<file path="src/sv/rlebd_pkg.sv">
package rlebd_pkg;

    localparam int unsigned ByteW  = 8;
    localparam int unsigned CountW = 7;
    localparam int unsigned RemW   = 18;
    localparam int unsigned OutDataW = 16;

    typedef enum logic [2:0] {
        PH_HDR_LO = 3'd0,
        PH_HDR_HI = 3'd1,
        PH_CTRL   = 3'd2,
        PH_RUNVAL = 3'd3,
        PH_LIT    = 3'd4
    } t_phase;

    typedef struct packed {
        logic              done;
        logic [CountW-1:0] len;
        logic [ByteW-1:0]  value;
    } t_run;

endpackage

</file>
<file path="src/sv/rle_block_decoder_unit.sv">
// Run-length block decoder. Takes one compressed byte per beat on the slave side and
// gives at most one run (value, length 1..127, block-done flag) per byte on the master
// side. It sustains one byte per clock while the skid entry is free;
// a run appears on the master side the cycle after its byte is accepted, unless an
// earlier run is still waiting there. A two-entry output stage (result register plus
// skid register) lets the input keep flowing while a run waits; the input stalls only
// when both entries hold runs. Each block opens with a two-byte little-endian plane
// length (output length is four times that), followed by control bytes: bit 7 set gives
// a repeat count and a value byte, bit 7 clear gives a count of literal bytes. Runs are
// clipped to the bytes still owed to the block, and any count left over when the block
// completes is dropped.
module rle_block_decoder_unit (
    input  logic        i_clk,
    input  logic        i_rst_n,
    input  logic        i_s_tvalid,
    output logic        o_s_tready,
    input  logic [7:0]  i_s_tdata,   // [7:0] in_byte
    output logic        o_m_tvalid,
    input  logic        i_m_tready,
    output logic [15:0] o_m_tdata,   // [7:0] run_value, [14:8] run_length, [15] zero
    output logic        o_m_tuser    // [0] block_done
);

    localparam int unsigned CW = rlebd_pkg::CountW;
    localparam int unsigned RW = rlebd_pkg::RemW;

    rlebd_pkg::t_phase r_phase, n_phase;
    logic [7:0]        r_hdr_lo, n_hdr_lo;
    logic [RW-1:0]     r_rem, n_rem;
    logic [CW-1:0]     r_repeat, n_repeat;
    logic [CW-1:0]     r_lit, n_lit;

    logic              r_out_valid, r_skid_valid;
    rlebd_pkg::t_run   r_out, r_skid;

    logic              s_accept;
    logic              emit;
    rlebd_pkg::t_run   run;
    logic [CW-1:0]     clip_len;
    logic [RW-1:0]     rem_after;
    logic [CW-1:0]     lit_dec;

    assign o_s_tready = !r_skid_valid;
    assign s_accept   = i_s_tvalid && o_s_tready;

    always_comb begin
        if ({{(RW-CW){1'b0}}, r_repeat} > r_rem) begin
            clip_len = r_rem[CW-1:0];
        end else begin
            clip_len = r_repeat;
        end
        lit_dec = r_lit - CW'(1);
    end

    always_comb begin
        n_phase  = r_phase;
        n_hdr_lo = r_hdr_lo;
        n_rem    = r_rem;
        n_repeat = r_repeat;
        n_lit    = r_lit;
        emit     = 1'b0;
        run.value = i_s_tdata;
        run.len   = CW'(1);
        run.done  = 1'b0;
        rem_after = r_rem;
        unique case (r_phase)
            rlebd_pkg::PH_HDR_HI: begin
                n_rem   = {i_s_tdata, r_hdr_lo, 2'b00};
                n_phase = (n_rem == '0) ? rlebd_pkg::PH_HDR_LO : rlebd_pkg::PH_CTRL;
            end
            rlebd_pkg::PH_CTRL: begin
                if (i_s_tdata[7]) begin
                    n_repeat = i_s_tdata[CW-1:0];
                    n_phase  = rlebd_pkg::PH_RUNVAL;
                end else begin
                    n_lit   = i_s_tdata[CW-1:0];
                    n_phase = (i_s_tdata[CW-1:0] == '0) ? rlebd_pkg::PH_CTRL
                                                         : rlebd_pkg::PH_LIT;
                end
            end
            rlebd_pkg::PH_RUNVAL: begin
                n_repeat = '0;
                n_phase  = rlebd_pkg::PH_CTRL;
                if (clip_len == '0) begin
                    if (r_rem == '0) begin
                        n_phase = rlebd_pkg::PH_HDR_LO;
                    end
                end else begin
                    emit    = 1'b1;
                    run.len = clip_len;
                end
            end
            rlebd_pkg::PH_LIT: begin
                if (r_rem == '0) begin
                    n_phase = rlebd_pkg::PH_HDR_LO;
                    n_lit   = '0;
                end else begin
                    n_lit = lit_dec;
                    if (lit_dec == '0) begin
                        n_phase = rlebd_pkg::PH_CTRL;
                    end
                    emit    = 1'b1;
                    run.len = CW'(1);
                end
            end
            default: begin
                n_hdr_lo = i_s_tdata;
                n_phase  = rlebd_pkg::PH_HDR_HI;
            end
        endcase
        if (emit) begin
            rem_after = r_rem - {{(RW-CW){1'b0}}, run.len};
            n_rem     = rem_after;
            run.done  = (rem_after == '0);
            if (run.done) begin
                n_phase  = rlebd_pkg::PH_HDR_LO;
                n_repeat = '0;
                n_lit    = '0;
            end
        end
    end

    always_ff @(posedge i_clk) begin
        if (!i_rst_n) begin
            r_phase  <= rlebd_pkg::PH_HDR_LO;
            r_hdr_lo <= '0;
            r_rem    <= '0;
            r_repeat <= '0;
            r_lit    <= '0;
        end else if (s_accept) begin
            r_phase  <= n_phase;
            r_hdr_lo <= n_hdr_lo;
            r_rem    <= n_rem;
            r_repeat <= n_repeat;
            r_lit    <= n_lit;
        end
    end

    // Result register with skid entry behind it.
    always_ff @(posedge i_clk) begin
        if (!i_rst_n) begin
            r_out_valid  <= 1'b0;
            r_skid_valid <= 1'b0;
        end else begin
            if (s_accept && emit) begin
                if (r_out_valid && !i_m_tready) begin
                    r_skid_valid <= 1'b1;
                end else begin
                    r_out_valid <= 1'b1;
                end
            end else if (i_m_tready) begin
                // advance the skid entry, or drain
                r_out_valid  <= r_skid_valid;
                r_skid_valid <= 1'b0;
            end
        end
    end

    always_ff @(posedge i_clk) begin
        if (s_accept && emit) begin
            if (r_out_valid && !i_m_tready) begin
                r_skid <= run;
            end else begin
                r_out <= run;
            end
        end else if (i_m_tready && r_skid_valid) begin
            r_out <= r_skid;
        end
    end

    assign o_m_tvalid = r_out_valid;
    assign o_m_tdata  = {1'b0, r_out.len, r_out.value};
    assign o_m_tuser  = r_out.done;

endmodule

</file>
<file path="config.mk">
export PLATFORM = sky130hd
export DESIGN_NAME = rle_block_decoder_unit
export DESIGN_NICKNAME = d
export VERILOG_FILES = /design/src/sv/rlebd_pkg.sv /design/src/sv/rle_block_decoder_unit.sv
export SDC_FILE = /design/constraint.sdc
export NUM_CORES = 1
export LEC_CHECK = 0
export ABC_AREA = 1
export BUFFER_PORTS_ARGS = -buffer_cell sky130_fd_sc_hd__buf_4
export CAP_MARGIN = 40
export CORE_MARGIN = 5
export CORE_UTILIZATION = 40
export DETAILED_ROUTE_END_ITERATION = 8
export PLACE_DENSITY = 0.55
export SLEW_MARGIN = 20
export SYNTH_ARGS = -nofsm -noshare
export SYNTH_HDL_FRONTEND = slang
export SYNTH_SLANG_ARGS = --single-unit
</file>
<file path="constraint.sdc">
create_clock -name i_clk -period 3.85 [get_ports i_clk]
set_input_delay 0.9625 -clock i_clk [delete_from_list [all_inputs] [get_ports i_clk]]
set_output_delay 0.9625 -clock i_clk [all_outputs]
set_load 0.01 [all_outputs]
</file>
======== Word-level counts from Yosys, hierarchy flattened ========
Cells that the tools add are included.
storage, ports and cells
  input port bits ......................... 12
  register bits ........................... 77
  logic and storage cells ................. 82
  output and inout bits ................... 19
operators by class
  add/subtract/negate cells ............... 2
  multiplexer cells ....................... 37
  bitwise logic cells ..................... 1
  equal/unequal tests ..................... 6
  magnitude comparators ................... 1
  reduce and logical (&&, ||, !) cells .... 22
operator list
  cell                                                   count
  2-to-1 mux 7 bit                                       10
  2-to-1 mux 16 bit                                      3
  logical NOT 18 bit                                     2
  2-to-1 mux 18 bit                                      2
  one-hot mux 7 bit (2 select lines)                     2
  logical NOT 7 bit                                      3
  > comparator 7 x 18 -> 1 bit                           1
  2-to-1 mux 3 bit                                       6
  subtractor 18 x 7 -> 18 bit                            1
  logical NOT 16 bit                                     1
  one-hot mux 3 bit (4 select lines)                     1
  AND reduction 2 bit                                    6
  2-to-1 mux 1 bit                                       9
  subtractor 7 x 1 -> 7 bit, second input constant       1
  equality test 3 x 2 -> 1 bit, second input constant    2
  2-to-1 mux 2 bit                                       3
  nonzero test 2 bit                                     3
  logical AND 1 bit                                      4
  OR reduction 4 bit                                     1
  equality test 3 x 1 -> 1 bit, second input constant    1
  equality test 3 bit, second input constant             1
  logical NOT 1 bit                                      2
  inequality test 2 x 1 -> 1 bit, second input constant  1
  inequality test 2 bit, second input constant           1
  2 further kinds                                        2

======== Depth between registers and ports, before layout ========
  word-level depth ........................ 10
  mapped depth ............................ 39

======== Worst setup path before layout ========
Ideal clock, no wire load.
  kind .................................... register -> register
  start point ............................. register r_rem[1]
  end point ............................... register r_out (netlist bit o_m_tuser) (data pin)
  setup time .............................. 145 ps
  period minus slack after synthesis ...... 4116 ps
  required time ........................... 3705 ps
  stages on the path, launching flop included .. 37
  arrival ................................. 3971 ps
  slack ................................... -266 ps
  cell sequence ........................... dfxtp_1 inv_1 ha_1 nand2_1 nand2_1 nand2_1 nand3_1 nand2_1 nand2_1 nand2_4 nand2_1 nand2_1 nand2_1 nor2_1 nand2_1 nand2_2 buf_6 buf_6 a21oi_1 inv_1 ha_1 inv_1 fa_1 nand3_1 nand2_1 nand2_1 nand2_1 nand2_1 nand2_1 o21ai_0 nand2_1 nor2_1 nand3_1 nor2_1 nand3_2 buf_4 o21ai_1
RTL lines
  element                 RTL line                       text
  from (decl)             rle_block_decoder_unit.sv:29   logic [RW-1:0] r_rem, n_rem;
  from (signal assigned)  rle_block_decoder_unit.sv:133  r_rem <= n_rem;
  to (signal assigned)    rle_block_decoder_unit.sv:164  r_out <= run;
  to (signal assigned)    rle_block_decoder_unit.sv:167  r_out <= r_skid;
  to (decl)               rle_block_decoder_unit.sv:34   rlebd_pkg::t_run r_out, r_skid;

==> impl_metrics.py <==
metrics = {
    "place": {
        "place.gp.congestion": 0.9286,
        "placed_area_sq_um": 5558,
        "portBuffers": 29,
        "post-place-ws_ns": -0.2705,
        "dpl.hpwl_um": 10080,
        "placed_cells": 896,
    },
    "route": {
        "vias": 4598,
        "ant_nets": 0,
        "drt_iter0_drc": 284,
        "wire_per_inst_um": 14.68,
        "viasPerCell": 4.965,
        "routed_wl_um": 13590,
        "drc": 0,
        "drt_first_pass_iters": 5,
    },
    "power_and_ir_drop": {
        "power_mw": 2.189,
        "max-vdd-ir-drop_mv": 0.2156,
        "p_leak_nw": 2.868,
        "power.internal_mw": 1.542,
        "pwr-share-clk": 0.358,
        "switching_share": 0.2955,
        "p_sw_uw": 646.8,
        "pwr-share-seq": 0.401,
        "power_density_nw_per_um2": 347.9,
        "power_frac_comb": 0.242,
    },
    "layout": {
        "synthToLayoutAreaGrowth_pct": 32.59,
        "drive_gt1_frac": 0.2848,
        "stdcell_count": 926,
        "num_antenna_cells": 0,
        "final_nets": 807,
        "final_core_util": 0.5464,
        "fillers": 1104,
        "stdcell_area_sq_um": 6292,
    },
    "logic_synthesis": {
        "synthFlopType": "dfxtp_1",
        "synth_area_leaders": "edfxtp_1, dfxtp_1, nand2_1",
        "synth.most_common_cell": "nand2_1",
        "syn_area_per_cell_sq_um": 6.948,
        "synth_top_area_frac": 0.2025,
        "ys_top_cells_by_count": "nand2_1, nor2_1, inv_1",
        "ys_ff_latch": 77,
        "synth_warnings": 0,
        "synth_cell_types": 37,
        "netlist_instances": 683,
        "syn-num-nets": 712,
        "synth.cell_area_sq_um": 4746,
        "synth_edf_count": 32,
        "seq_area_frac_synth": 0.3923,
        "synth_top_area_cell": "edfxtp_1",
        "synthArstFlopShare": 0,
    },
    "cts": {
        "clk_pin_slew_ns": 0.06,
        "numCtsBuffers": 9,
        "clock_path_buffers": 2,
        "cts_max_level": 3,
        "ctsRootBufferMaster": "clkbuf_16",
        "cts-hold-fix-buffers": 0,
        "worstSkewPairLatency_ns": 0.34,
        "clock-sinks": 77,
        "cts_tree": "built",
    },
    "setup_path": {
        "worst-path-max-fanout": 8,
        "path_class": "reg2reg",
        "critPathRequiredTime_ns": 4.05,
        "crit_path_end_kind": "flop",
        "crit_path_start_kind": "flop",
        "critPathArrivalTime_ns": 4.18,
    },
    "sta": {
        "max_freq_mhz": 251.1,
        "tightest_slew_ns": 0.6584,
        "setup_viol": 18,
        "max-slew-margin-rel": 0.5594,
        "rsz0062_at_grt": "true",
        "post-route-period-util": 1.034,
        "tns_ns": -1.995,
        "hold_viol": 0,
        "hold_ws_ns": 0.4645,
        "drv_slew": 0,
        "setup_ws_ns": -0.1320,
        "finalClockSkew_ns": 0.009122,
        "period_needed_ns": 3.982,
    },
    "die": {
        "ios": 31,
        "dieArea_sq_um": 14140,
        "start_util": 0.4121,
        "row_count": 39,
        "die_w_um": 118.9,
        "dieHeight_um": 118.9,
        "coreArea_sq_um": 11520,
    },
    "global_routing": {
        "gr-total-overflow": 0,
        "grt_pass1_wl_um": 21740,
        "globalRouteTotalUtil": 0.1911,
        "grt_pass1_vias": 4298,
        "grt_max_degree": 35,
        "antenna_found_initial": 0,
    },
    "status": {
        "status": "complete, but fails checks",
        "violations": "setup timing",
    },
    "job": {
        "cap_violations": 0,
    },
    "hold_path": {
        "hold_class": "reg2reg",
    },
}
==> registers in the layout (all words and copies together) (netlist names) <==
signal and count:
r_rem 18, r_skid 16, o_m_tdata 15, r_hdr_lo 8, r_lit 7, r_repeat 7
r_phase 3, o_m_tuser 1, o_m_tvalid 1, r_skid_valid 1
==> cell families after synthesis <==
| family | synth area share |
|---|---|
| adder cells (fa/ha/maj) | 0.04640 |
| buffers and inverters | 0.09939 |
| AO/OA/AOI/OAI | 0.09043 |
| other | 0.0007902 |
| flip-flops | 0.3923 |
| AND/OR/NAND/NOR | 0.3448 |
| XOR/XNOR | 0.02584 |
==> power by group through the flow <==
stage          registers [mW]  clock network [mW]  logic, mW
2_1_floorplan           0.893                   0      0.264
3_3_place_gp            0.893                   0      0.436
3_5_place_dp            0.894                   0      0.439
4_1_cts                 0.876               0.805      0.464
5_1_grt                 0.878               0.842      0.581
6_report                0.877               0.783      0.529
==> cells in the final DEF, fill, tap and decap left out, types with 7 or more instances in the layout <==
master	n
a21oi_1	32
a22oi_1	7
buf_4	102
clkbuf_16	11
dfxtp_1	39
edfxtp_1	32
ha_4	10
inv_1	74
inv_2	12
nand2_1	185
nand2_2	24
nand2_4	9
nand3_1	46
nand4_1	7
nor2_1	73
nor2_2	15
o21ai_0	14
o21ai_1	7
xor2_1	12
==> worst max-delay path, stage by stage (launching register included) <==
cell	delay [ns]
dfxtp_2	0.34
inv_2	0.06
ha_4	0.24
buf_6	0.11
nand4_1	0.09
nor2b_4	0.32
nand2_8	0.14
nand2_4	0.09
nand2_2	0.06
nand2_1	0.07
nor2_1	0.04
nand2_1	0.07
nand2_2	0.06
a21oi_2	0.13
inv_1	0.07
ha_2	0.18
inv_2	0.06
fa_2	0.45
nor3_2	0.17
nand3_1	0.10
nor2_2	0.11
nand3_1	0.09
nor2_1	0.10
nand3_1	0.10
nor2_2	0.14
nand3_4	0.15
buf_12	0.18
o21ai_1	0.11
==> routing by layer <==
layer	part of all wire	up-vias	GRT usage	wire, um
met5	0	-	0	0
met4	0.020	0	0.06951	267
met3	0.041	20	0.03270	560
met2	0.48	84	0.3130	6493
met1	0.46	2117	0.2544	6273
li1	-	2377	-	-
==> timing repair <==
item / CTS / global route
resized for setup: 10 / 72
setup endpoints to repair: 19 / 24
pin swaps: 3 / 9
cloned: 0 / 2
buffers inserted: 3 / 9
==> layout make-up <==
cell class / count / area [sq um] / area share
Clock buffer: 12 / 246.5 / 0.03917
Clock inverter: 4 / 23.77 / 0.003778
Inverter: 88 / 330.3 / 0.05250
Multi-Input combinational cell: 495 / 2781 / 0.4420
Sequential cell: 77 / 1869 / 0.2971
Tap cell: 143 / 178.9 / 0.02844
Timing Repair Buffer: 107 / 862.1 / 0.1370
==> worst paths after layout <==
path,from,end,slack [ns],cells past startpoint
max,r_rem[1]$_SDFFE_PN0P_,o_m_tuser$_DFFE_PP_,-0.13,27
min,r_phase[0]$_SDFFE_PN0P_,r_phase[0]$_SDFFE_PN0P_,0.46,2
max reg2reg,r_rem[1]$_SDFFE_PN0P_,o_m_tuser$_DFFE_PP_,-0.13,27
min reg2reg,r_phase[0]$_SDFFE_PN0P_,r_phase[0]$_SDFFE_PN0P_,0.46,2
Power figures use the tool's default switching activity.
